`src/hdl/pps_pkg.sv`:
```
`default_nettype none

package pps_pkg;

  // Number of output resources (buzzer, lamps).
  localparam int NUM_OUTPUTS = 5;
  localparam int IDX_W       = (NUM_OUTPUTS > 1) ? $clog2(NUM_OUTPUTS) : 1;

  // Fixed field widths.
  localparam int OP_W       = 2;
  localparam int CH_W       = 3;
  localparam int LEN_W      = 16;
  localparam int TIME_W     = 32;
  localparam int SLOT_W     = 2;
  localparam int IN_DATA_W  = 120;
  localparam int OUT_DATA_W = 8;

  // Pattern row: pulses 0..2, end pause, gap.
  localparam int PAT_WORDS = 5;
  localparam int PAT_IDX_W = 3;
  localparam logic [PAT_IDX_W-1:0] P_TAIL = 3'd3;
  localparam logic [PAT_IDX_W-1:0] P_GAP  = 3'd4;

  // Slot index that holds the end pause.
  localparam logic [SLOT_W-1:0] SLOT_TAIL = 2'd3;

  typedef enum logic [OP_W-1:0] {
    OP_PATTERN = 2'd0,
    OP_BLINK   = 2'd1,
    OP_OFF     = 2'd2
  } op_e;

  typedef struct packed {
    logic [OP_W-1:0]   opcode;
    logic [CH_W-1:0]   channel;
    logic [LEN_W-1:0]  first_len;
    logic [LEN_W-1:0]  second_len;
    logic [LEN_W-1:0]  third_len;
    logic [LEN_W-1:0]  gap_len;
    logic [LEN_W-1:0]  tail_len;
    logic [TIME_W-1:0] now_ms;
  } item_t;

  typedef struct packed {
    logic              level;
    logic [TIME_W-1:0] last_ms;
    logic              pulse_done;
    logic              running;
    logic [SLOT_W-1:0] slot;
  } chan_state_t;

  typedef logic [PAT_WORDS-1:0][LEN_W-1:0] pattern_t;

  typedef struct packed {
    logic [CH_W-1:0] out_channel;
    logic            level;
    logic            went_on;
    logic            went_off;
    logic            pattern_finished;
  } result_t;

  // Update request from the step logic to the channel store.
  typedef struct packed {
    logic        state_we;
    chan_state_t state;
    logic        pat_we;
    pattern_t    pattern;
  } chan_wr_t;

endpackage

`default_nettype wire

```
`src/hdl/pps_chan_state.sv`:
```
`default_nettype none

// Per-channel state flops and latched pattern rows.
module pps_chan_state (
  input  wire logic                      clk_i,
  input  wire logic                      rst_ni,
  input  wire logic [pps_pkg::IDX_W-1:0] idx_i,
  output pps_pkg::chan_state_t           rd_state_o,
  output pps_pkg::pattern_t              rd_pat_o,
  input  wire logic                      wr_en_i,
  input  wire pps_pkg::chan_wr_t         wr_i
);

  pps_pkg::chan_state_t state_q [pps_pkg::NUM_OUTPUTS];
  pps_pkg::pattern_t    pat_q   [pps_pkg::NUM_OUTPUTS];

  assign rd_state_o = state_q[idx_i];
  assign rd_pat_o   = pat_q[idx_i];

  always_ff @(posedge clk_i or negedge rst_ni) begin
    if (!rst_ni) begin
      for (int i = 0; i < pps_pkg::NUM_OUTPUTS; i++) begin
        state_q[i] <= '0;
      end
    end else if (wr_en_i && wr_i.state_we) begin
      state_q[idx_i] <= wr_i.state;
    end
  end

  // Pattern rows are written before first use; no reset.
  always_ff @(posedge clk_i) begin
    if (wr_en_i && wr_i.pat_we) begin
      pat_q[idx_i] <= wr_i.pattern;
    end
  end

endmodule

`default_nettype wire

```
`src/hdl/pps_step.sv`:
```
`default_nettype none

// One step of a channel: pattern latch, blink, slot advance, end pause.
module pps_step (
  input  wire pps_pkg::item_t       item_i,
  input  wire logic                 in_range_i,
  input  wire pps_pkg::chan_state_t cur_i,
  input  wire pps_pkg::pattern_t    row_i,
  output pps_pkg::chan_wr_t         wr_o,
  output pps_pkg::result_t          res_o
);

  pps_pkg::op_e                  op;
  pps_pkg::pattern_t             pat;
  pps_pkg::chan_state_t          nxt;
  logic [pps_pkg::TIME_W-1:0]    elapsed;
  logic [pps_pkg::LEN_W-1:0]     slot_len;
  logic [pps_pkg::LEN_W-1:0]     bl_pulse;
  logic [pps_pkg::LEN_W-1:0]     bl_gap;
  logic                          bl_en;
  logic                          is_pat;
  logic                          at_tail;
  logic                          fon;
  logic                          foff;
  logic                          done;

  assign op      = pps_pkg::op_e'(item_i.opcode);
  assign is_pat  = (op == pps_pkg::OP_PATTERN);
  assign at_tail = (cur_i.slot == pps_pkg::SLOT_TAIL);
  assign elapsed = item_i.now_ms - cur_i.last_ms;

  // First pattern step latches the row from the item.
  always_comb begin
    if (cur_i.running) begin
      pat = row_i;
    end else begin
      pat[0]              = item_i.first_len;
      pat[1]              = item_i.second_len;
      pat[2]              = item_i.third_len;
      pat[pps_pkg::P_TAIL] = item_i.tail_len;
      pat[pps_pkg::P_GAP]  = item_i.gap_len;
    end
  end

  assign slot_len = pat[pps_pkg::PAT_IDX_W'(cur_i.slot)];
  assign bl_en    = (op == pps_pkg::OP_BLINK) ||
                    (is_pat && !at_tail && (slot_len != '0));
  assign bl_pulse = (op == pps_pkg::OP_BLINK) ? item_i.first_len : slot_len;
  assign bl_gap   = (op == pps_pkg::OP_BLINK) ? item_i.gap_len : pat[pps_pkg::P_GAP];

  always_comb begin
    nxt  = cur_i;
    fon  = 1'b0;
    foff = 1'b0;
    done = 1'b0;

    if (is_pat) begin
      nxt.running = 1'b1;
    end

    if (bl_en) begin
      if (!cur_i.level && (elapsed >= pps_pkg::TIME_W'(bl_gap)) && (bl_pulse != '0)) begin
        nxt.level   = 1'b1;
        nxt.last_ms = item_i.now_ms;
        fon         = 1'b1;
      end else if (cur_i.level &&
                   ((elapsed >= pps_pkg::TIME_W'(bl_pulse)) || (bl_pulse == '0))) begin
        nxt.level      = 1'b0;
        nxt.last_ms    = item_i.now_ms;
        nxt.pulse_done = 1'b1;
        foff           = 1'b1;
      end
    end

    if (is_pat) begin
      if (at_tail && (elapsed > pps_pkg::TIME_W'(pat[pps_pkg::P_TAIL]))) begin
        // end pause over: pattern finished
        nxt.slot    = '0;
        nxt.running = 1'b0;
        done        = 1'b1;
        if (nxt.level) begin
          nxt.level = 1'b0;
          foff      = 1'b1;
        end
      end else if (nxt.pulse_done || (slot_len == '0)) begin
        if (!at_tail) begin
          nxt.slot = cur_i.slot + 1'b1;
        end
        nxt.pulse_done = 1'b0;
        if (nxt.level) begin
          nxt.level = 1'b0;
          foff      = 1'b1;
        end
      end
    end

    if (op == pps_pkg::OP_OFF) begin
      if (cur_i.level) begin
        nxt.level = 1'b0;
        foff      = 1'b1;
      end
    end
  end

  always_comb begin
    wr_o.state_we = in_range_i;
    wr_o.state    = nxt;
    wr_o.pat_we   = in_range_i && is_pat && !cur_i.running;
    wr_o.pattern  = pat;

    res_o.out_channel      = item_i.channel;
    res_o.level            = in_range_i && nxt.level;
    res_o.went_on          = in_range_i && fon;
    res_o.went_off         = in_range_i && foff;
    res_o.pattern_finished = in_range_i && done;
  end

endmodule

`default_nettype wire

```
`src/hdl/pulse_pattern_sequencer_core.sv`:
```
`default_nettype none

// Channel   Dir  Accepted when            Payload
// s_axis    in   tvalid & tready          tuser opcode, tdata item fields
// m_axis    out  tvalid & tready          tdata result fields
//
// One item per cycle sustained while the output is not stalled; an input transfer
// goes into the input register, then through the step logic into the result register.
// The step reads and writes one channel's flops in the same cycle, so items to
// the same channel may follow back to back.
// Reset clears all channel state; pattern rows are latched on first use.
// A stalled output holds its result; the input register keeps taking items
// as long as the result register can move.
module pulse_pattern_sequencer_core (
  input  wire logic                           clk_i,
  input  wire logic                           rst_ni,
  // s_axis
  input  wire logic                           s_axis_tvalid_i,
  output      logic                           s_axis_tready_o,
  // [2:0] channel, [18:3] first_len, [34:19] second_len, [50:35] third_len,
  // [66:51] gap_len, [82:67] tail_len, [114:83] now_ms, [119:115] zero
  input  wire logic [pps_pkg::IN_DATA_W-1:0]  s_axis_tdata_i,
  // [1:0] opcode
  input  wire logic [pps_pkg::OP_W-1:0]       s_axis_tuser_i,
  // m_axis
  output      logic                           m_axis_tvalid_o,
  input  wire logic                           m_axis_tready_i,
  // [2:0] out_channel, [3] level, [4] went_on, [5] went_off,
  // [6] pattern_finished, [7] zero
  output      logic [pps_pkg::OUT_DATA_W-1:0] m_axis_tdata_o
);

  pps_pkg::item_t       in_item;
  pps_pkg::item_t       in_q;
  logic                 in_valid_q;
  logic                 advance;
  logic                 in_range;
  logic [pps_pkg::IDX_W-1:0] idx;
  pps_pkg::chan_state_t cur_state;
  pps_pkg::pattern_t    cur_row;
  pps_pkg::chan_wr_t    chan_wr;
  pps_pkg::result_t     res_d;
  pps_pkg::result_t     res_q;
  logic                 out_valid_q;

  // Unpack the input transfer.
  assign in_item.opcode     = s_axis_tuser_i;
  assign in_item.channel    = s_axis_tdata_i[2:0];
  assign in_item.first_len  = s_axis_tdata_i[18:3];
  assign in_item.second_len = s_axis_tdata_i[34:19];
  assign in_item.third_len  = s_axis_tdata_i[50:35];
  assign in_item.gap_len    = s_axis_tdata_i[66:51];
  assign in_item.tail_len   = s_axis_tdata_i[82:67];
  assign in_item.now_ms     = s_axis_tdata_i[114:83];

  // Item in the input register moves on when the result register is free.
  assign advance         = in_valid_q && (!out_valid_q || m_axis_tready_i);
  assign s_axis_tready_o = !in_valid_q || advance;

  always_ff @(posedge clk_i or negedge rst_ni) begin
    if (!rst_ni) begin
      in_valid_q <= 1'b0;
    end else if (s_axis_tready_o) begin
      in_valid_q <= s_axis_tvalid_i;
    end
  end

  always_ff @(posedge clk_i) begin
    if (s_axis_tready_o && s_axis_tvalid_i) begin
      in_q <= in_item;
    end
  end

  // Out-of-range channels touch no state and report their channel with level and flags zero.
  assign in_range = (32'(in_q.channel) < pps_pkg::NUM_OUTPUTS);
  assign idx      = pps_pkg::IDX_W'(in_q.channel);

  pps_chan_state u_state (
    .clk_i      (clk_i),
    .rst_ni     (rst_ni),
    .idx_i      (idx),
    .rd_state_o (cur_state),
    .rd_pat_o   (cur_row),
    .wr_en_i    (advance),
    .wr_i       (chan_wr)
  );

  pps_step u_step (
    .item_i     (in_q),
    .in_range_i (in_range),
    .cur_i      (cur_state),
    .row_i      (cur_row),
    .wr_o       (chan_wr),
    .res_o      (res_d)
  );

  // Result register.
  always_ff @(posedge clk_i or negedge rst_ni) begin
    if (!rst_ni) begin
      out_valid_q <= 1'b0;
    end else if (advance) begin
      out_valid_q <= 1'b1;
    end else if (m_axis_tready_i) begin
      out_valid_q <= 1'b0;
    end
  end

  always_ff @(posedge clk_i) begin
    if (advance) begin
      res_q <= res_d;
    end
  end

  assign m_axis_tvalid_o = out_valid_q;
  assign m_axis_tdata_o  = {1'b0, res_q.pattern_finished, res_q.went_off,
                            res_q.went_on, res_q.level, res_q.out_channel};

`ifndef NO_ASSERTIONS
  // A step always lands in the result register on the next edge.
  a_advance_fills: assert property (@(posedge clk_i) disable iff (!rst_ni)
    advance |=> out_valid_q)
    else $error("step result not registered");

  // A finished pattern leaves the output off.
  a_done_off: assert property (@(posedge clk_i) disable iff (!rst_ni)
    (out_valid_q && res_q.pattern_finished) |-> !res_q.level)
    else $error("pattern finished with output on");

  // Switched on without switching off means the output is on.
  a_on_level: assert property (@(posedge clk_i) disable iff (!rst_ni)
    (out_valid_q && res_q.went_on && !res_q.went_off) |-> res_q.level)
    else $error("went_on without level");

  // Out-of-range channels report nothing.
  a_range_quiet: assert property (@(posedge clk_i) disable iff (!rst_ni)
    (advance && !in_range) |-> (res_d[3:0] == 4'b0000))
    else $error("out-of-range channel reported activity");
`endif

endmodule

`default_nettype wire

```
`config.mk`:
```
export PLATFORM = sky130hd
export DESIGN_NAME = pulse_pattern_sequencer_core
export DESIGN_NICKNAME = d
export VERILOG_FILES = /design/src/hdl/pps_pkg.sv /design/src/hdl/pps_chan_state.sv /design/src/hdl/pps_step.sv /design/src/hdl/pulse_pattern_sequencer_core.sv
export SDC_FILE = /design/constraint.sdc
export NUM_CORES = 1
export LEC_CHECK = 0
export ABC_AREA = 1
export BUFFER_PORTS_ARGS = -buffer_cell sky130_fd_sc_hd__buf_2
export CAP_MARGIN = 5
export CORE_MARGIN = 4
export CORE_UTILIZATION = 55
export CTS_CLUSTER_SIZE = 10
export DETAILED_ROUTE_END_ITERATION = 8
export MAX_ROUTING_LAYER = met4
export PLACE_DENSITY = 0.72
export SKIP_CTS_REPAIR_TIMING = 1
export SLEW_MARGIN = 5
export SYNTH_ARGS = -nofsm -noshare
export SYNTH_HDL_FRONTEND = slang
export SYNTH_SLANG_ARGS = --single-unit
```
`constraint.sdc`:
```
create_clock -name clk_i -period 7.7 [get_ports clk_i]
set_clock_uncertainty 0.05 [all_clocks]
set_input_delay 0.385 -clock clk_i [delete_from_list [all_inputs] [get_ports clk_i]]
set_output_delay 0.385 -clock clk_i [all_outputs]
set_load 0.005 [all_outputs]
```
# == Word-level counts from Yosys, hierarchy flattened ==
# Memories as Yosys holds them, arrays and structs flattened. A register that Yosys moved wholly into a read port is not among the register bits.
# Cells that the tools add are included.
# word_totals
memories,1
word_cells,133
mem_bits_rw,400
inputBits,126
regBits,311
# classes
n_reduce_logical,33
n_mux,46
bitwise_logic,1
eq_ne,3
add_sub_neg,2
n_lt_le_gt_ge,7
# memory_table
memory,words,word_bits,rd,rd_clocked_by_memory_dff,wr,line_no,text
u_state.pat_q,5,80,1,1,1,pps_chan_state.sv:15,pps_pkg::pattern_t pat_q [pps_pkg::NUM_OUTPUTS];
# op_table
op,n
185-bit bitwise mux,1
37-bit binary-select mux with 3-bit select,1
37-bit demux with 3-bit select,1
37-bit two-way mux,3
80-bit two-way mux,1
34-bit two-way mux,2
32-bit by 16-bit >= comparator with 1-bit output,2
16-bit two-way mux,3
33-bit two-way mux,1
16-bit binary-select mux with 2-bit select,1
32-bit by 16-bit greater-than comparator with 1-bit output,1
16-bit zero test,2
16-bit nonzero test,2
32-bit subtractor,1
1-bit two-way mux,27
1-bit logical AND,17
2-bit two-way mux,3
1-bit zero test,5
1-bit logical OR,5
2-bit == test (second input constant),2
4-bit >= comparator (second input constant),1
2-bit by 4-bit < comparator with 1-bit output (second input constant),1
4-bit by 1-bit < comparator with 1-bit output (second input constant),1
4-bit two-way mux,1
other kinds (7),7

# == Longest topological paths before layout ==
# logic_depth
ltp_word,21
depth_mapped,36
ltp_nobuf,35

# == Cells and area by module ==
# From an unflattened synthesis, not the netlist that was laid out.
# unflattened
cells_unflattened,4288
hier_area_um2,36028.3
# by_module_without_submodules
module,area_each_um2,instances,cells_each
pps_chan_state,25694.6,1,2815
pps_step,6498.7,1,1334
pulse_pattern_sequencer_core,3834.9,1,139

# == Worst setup path after synthesis ==
# Ideal clock, no wire load.
# synth_path
kind,register to register
from,register in_q (netlist bit idx[0])
to,"memory u_state.pat_q[0][0] (netlist bit), enable pin"
path_stages_with_launch,10
arrival_ns,5.067
setup_slack_ns,2.064
period_less_slack_ns,5.636
n_path_buf,4
setup_time_ns,0.519
path_cell_list,edfxtp_1 -> buf_6 -> nand4_1 -> o21ai_2 -> nor2_4 -> buf_4 -> buf_4 -> clkbuf_1 -> nand2_1 -> nor2_1
# synth_between
elab_chain_cells,9
elab_cells_between_ends,11
# synth_rtl
item,line_no,text
start: declaration,pulse_pattern_sequencer_core.sv:34,pps_pkg::item_t in_q;
start signal: assignment,pulse_pattern_sequencer_core.sv:70,in_q <= in_item;
3-bit inverter with 4-bit output (implied by the code),pps_chan_state.sv:17,assign rd_state_o = state_q[idx_i];
37-bit binary-select mux with 3-bit select,pps_chan_state.sv:17,
37-bit two-way mux (implied by the code) (2 in a row),pps_chan_state.sv:17,
1-bit zero test,pps_step.sv:108,wr_o.pat_we = in_range_i && is_pat && !cur_i.running;
1-bit logical AND,pps_step.sv:108,
1-bit logical AND,pps_chan_state.sv:32,if (wr_en_i && wr_i.pat_we) begin
1-bit two-way mux,pps_chan_state.sv:32,
1-bit two-way mux (implied by the code),pps_chan_state.sv:33,pat_q[idx_i] <= wr_i.pattern;
end: declaration,pps_chan_state.sv:15,
# Several ways; a longest one is shown, not always the timed one. The select of a mux whose other input is x is not followed.

# == Worst setup path after layout ==
# layout_path
from,register in_q (netlist bit idx[1])
to,register u_state.state_q[68] (netlist bit)
# layout_between
elab_chain_cells,15
elab_cells_between_ends,36
# layout_rtl
item,line_no,text
branches (longest 15 deep; another with 32-bit subtractor),--,
end signal: indexed assignment,pps_chan_state.sv:26,state_q[idx_i] <= wr_i.state;
end: declaration,pps_chan_state.sv:14,pps_pkg::chan_state_t state_q [pps_pkg::NUM_OUTPUTS];
# Several ways; the timed one is not identified. The select of a mux whose other input is x is not followed.
# A chain may end at the register's enable or synchronous reset.

==> summary by stage <==
Clock network
Clock-pin slew was measured on the worst setup and hold paths at 60 ps. The clock tree root driver cell is sky130_fd_sc_hd__clkbuf_16. The clock reaches the later pin of the worst-skew pair after 650 ps.

The number of buffers created by CTS is 83. The H-tree was split into 3 levels. Counting every sink on the clock net gives 714. The clock tree buffer depth is 3. The clock tree from TritonCTS is built.

STA
At the pin with the least slew margin, the transition time is 1070 ps. The worst-case setup margin in the final layout is 1500 ps. The shortest clock period the worst path allows after layout is 6200 ps. The final hold violation count is 1. The tightest hold path in the finished design has a slack of -3.65 ps. For this run, the top clock speed supported by timing is 161 MHz. Setup repair after global routing left no endpoint under its margin. Measured against its own limit, the worst slew margin works out to 28.4%. The final max-slew violation count was 0.

The count of endpoints failing setup in the final report is 0. The final period utilization is 80.5%. In the final timing run, aggregate negative setup slack is 0 ps.

Pwr
Combinational logic is responsible for 26.9% of the overall power. Internal power comes to 7.90 mW. The portion of total power attributed to the clock network is 30.3%. The sequential share of power is 42.8%. Dividing total power by cell area gives a power density of 301 nW/µm². Summed over all nets, the switching power comes to 3.86 mW. Net switching is 32.8% of the power. VDD sags by at most 205 µV.

Summed over all cells, the static leakage comes to 17.2 nW. The power consumption is 11.8 mW.

Logic synthesis
Counting flops with a built-in enable in the synthesized netlist gives 524. The synthesis-stage register bit count is 714. Counting distinct cell types in the post-synthesis netlist gives 54. Each instance of the synthesized netlist takes up on average 9.34 µm². Of the synthesized area, sequential elements account for 60.4%. The proportion of register bits with asynchronous set or reset after synthesis is 26.2%. When the netlist entered floorplanning its net count stood at 3835. The cell count after synthesis came out at 3628. The prevailing post-synth register cell is sky130_fd_sc_hd__edfxtp_1. The cell area that synthesis handed to floorplanning was 33900 µm².

During synthesis, Yosys emitted a total of 0 warnings.

Route
The count of nets left with antenna violations once routing finished came out at 0. The wire length per cell after detailed routing is 19.3 µm. The first detailed-routing pass ran for 6 iterations. The number of remaining DRC errors is 0. Detailed routing inserted a total of 26100 vias. Using the TritonRoute via totals, the vias-per-cell ratio works out to 5.56. After the first detailed-routing iteration, the DRC count stood at 2581. Wires add up to 90.4 mm.

Worst setup path
The start-to-end type of the worst setup path is reg -> reg. In this run the critical register-to-register path is captured at u_state.state_q[68]. The worst-case register-to-register setup slack is 1500 ps.

The worst setup path is captured at a register. On the critical path, the stage with the largest delay is an instance of sky130_fd_sc_hd__edfxtp_1. On the worst path, the slowest cell contributes a delay of 560 ps.

The kind of start point of the critical path is a register. In this run the critical register-to-register path is launched from idx[1]. The cell repeated most along the worst path is sky130_fd_sc_hd__nand2_1. The data required time of the critical path is 8110 ps. Of all nets on the critical path, the largest fanout is 61. The cell depth of the worst flop-to-flop path is 30.

Data arrives at the worst endpoint at 6610 ps.

Placement
The global placement routability congestion is 0.933. The final HPWL from detailed placement is 54.5 mm. Before CTS, the worst setup slack after placement is 1550 ps. The number of port buffers is 129.

GRT
The number of global-route vias before repair is 24500. The number of antenna violations at the first check in global routing is 0. The remaining global-route overflow is 0. The global-route wire length before repair is 136 mm. The overall track demand over capacity in global routing is 27.2%. Entering global routing, the biggest net connects 70 pins.

Run
The max-capacitance violation count is 0.

Min path
The start point of the worst min-delay path is s_axis_tvalid_i. The classification of the worst-slack hold path is in -> reg. For hold timing, the worst endpoint is in_valid_q. The worst hold path was traced through 3 stages.

Floorplanning
The initial standard-cell utilization of the core is 55.8%. The horizontal die dimension is 256 µm. The overall die area is 65600 µm². The height of the die is 256 µm. The number of top-level pins is 136. The floorplan has 90 rows. The core region is 60700 µm².

Final layout
Leaving out fill and tap cells, the most frequent cells in the layout are sky130_fd_sc_hd__nand2_1, sky130_fd_sc_hd__edfxtp_1, sky130_fd_sc_hd__inv_1. The number of antenna diodes in the final layout is 0. In the final layout, the share of cells above drive strength 1 is 9.40%. The commonest non-fill, non-tap cell in the layout is sky130_fd_sc_hd__nand2_1. The area added between synthesis and finish is 15.2%. The number of nets at the end of the flow is 4076.

Outcome
The flow ran to the end, but the final reports show violations. The checks that failed: negative hold slack.
## registers in the layout (all words and copies together), names as in the netlist, named ones only
signal,flops
u_state.state_q,185
in_valid_q,1
idx,3
u_state.pat_q,400
m_axis_tdata_o,7
m_axis_tvalid_o,1
in_q,114
## cell usage after synthesis, types with 2 or more instances
cell type                  instances  share of area (%)
sky130_fd_sc_hd__nand2_1        1309                 15
sky130_fd_sc_hd__edfxtp_1        524                 46
sky130_fd_sc_hd__inv_1           320                3.5
sky130_fd_sc_hd__nor2_1          252                2.8
sky130_fd_sc_hd__nand3_1         250                3.7
sky130_fd_sc_hd__dfrtp_1         187                 14
sky130_fd_sc_hd__o21ai_0         135                2.0
sky130_fd_sc_hd__clkbuf_1         93                1.0
sky130_fd_sc_hd__o21ai_1          92                1.4
sky130_fd_sc_hd__a21oi_1          80                1.2
sky130_fd_sc_hd__ha_1             80                3.0
sky130_fd_sc_hd__o22ai_1          31               0.57
sky130_fd_sc_hd__buf_2            30               0.44
sky130_fd_sc_hd__or2_4            29               0.75
sky130_fd_sc_hd__a221oi_1         25               0.65
sky130_fd_sc_hd__o221ai_1         24               0.62
sky130_fd_sc_hd__a22oi_1          15               0.33
sky130_fd_sc_hd__xor2_1           15               0.39
sky130_fd_sc_hd__buf_1            13               0.14
sky130_fd_sc_hd__buf_4            12               0.27
sky130_fd_sc_hd__inv_2            11               0.12
sky130_fd_sc_hd__nand4_1          11               0.20
sky130_fd_sc_hd__nor3_1           10               0.15
sky130_fd_sc_hd__a211oi_1          9               0.20
sky130_fd_sc_hd__nand3b_1          7               0.16
sky130_fd_sc_hd__buf_6             6               0.20
sky130_fd_sc_hd__o211ai_1          6               0.13
sky130_fd_sc_hd__a21o_1            5               0.11
sky130_fd_sc_hd__nand2_2           5              0.092
sky130_fd_sc_hd__nor2_2            4              0.074
sky130_fd_sc_hd__nor2_4            4               0.13
sky130_fd_sc_hd__and2_1            3              0.055
sky130_fd_sc_hd__dfxtp_1           3               0.18
sky130_fd_sc_hd__o21bai_1          3              0.066
sky130_fd_sc_hd__clkinv_1          2              0.022
sky130_fd_sc_hd__nand3_4           2               0.10
sky130_fd_sc_hd__o21a_1            2              0.044
sky130_fd_sc_hd__or2_2             2              0.037
sky130_fd_sc_hd__xnor2_1           2              0.052
## stage by stage
stage	std cells	instance area, µm²	utilization, %
after floorplan	3628	33900	-
after global placement	4447	35400	58.4
after detailed placement	4447	35400	58.4
after CTS	4577	37800	62.3
after global routing	4696	39000	64.3
final	4696	39000	64.3
## worst max path at each step
stage          cells past startpoint   start                    to
2_1_floorplan                      9  idx[0]   u_state.pat_q[0][0]
3_3_place_gp                      30  idx[1]   u_state.state_q[58]
3_5_place_dp                      30  idx[1]   u_state.state_q[68]
4_1_cts                           30  idx[1]   u_state.state_q[68]
5_1_grt                           27  idx[0]  u_state.state_q[176]
6_report                          30  idx[1]   u_state.state_q[68]
## layout make-up
cell class / count / area [µm²]
inverters: 334 / 1260
well taps: 782 / 978
flip-flops and latches: 714 / 20500
multi-input cells: 2426 / 11500
repair buffers: 310 / 2360
clock inverters: 11 / 163
clock buffers: 119 / 2240
fillers: 4740 / 21700
## power by group through the flow
stage	Combinational (mW)	Clock (mW)	Sequential, mW
after floorplan	2.16	0	4.99
after global placement	2.99	0	5.07
after detailed placement	3.06	0	5.09
after CTS	3.09	3.60	5.02
after global routing	3.58	3.76	5.07
final	3.16	3.56	5.03
## worst max-delay path, delay by kind of cell, from the launching register on
family / cells / cell delay (ps)
xor+xnor: 1 / 160
flops: 1 / 560
fa+ha+maj: 3 / 790
buf+inv: 6 / 1310
simple gates: 15 / 2370
compound gates: 5 / 780
## metal layers
layer	routed length [µm]	up-vias	share of wire, %	global-route usage (%)
met5	0	-	0	-
met4	3000	0	3.3	9.40
met3	6380	183	7.1	4.19
met2	44400	1061	49	44.1
met1	36600	12300	40	35.3
li1	-	12500	-	-
## kinds of logic (layout without fill, tap and decap cells)
group	Yosys count	count (layout)	synth area share, %
xor gates and xnor gates	17	17	0.439
adders and majority gates	81	81	3.01
AOI/OAI and AO/OA	432	432	7.37
DFF	714	714	60.4
other	1	1	0.0111
and+or+nand+nor	1895	1895	22.9
buffers and inverters	488	774	5.79
Note: power is estimated with default switching activity, not from simulation.
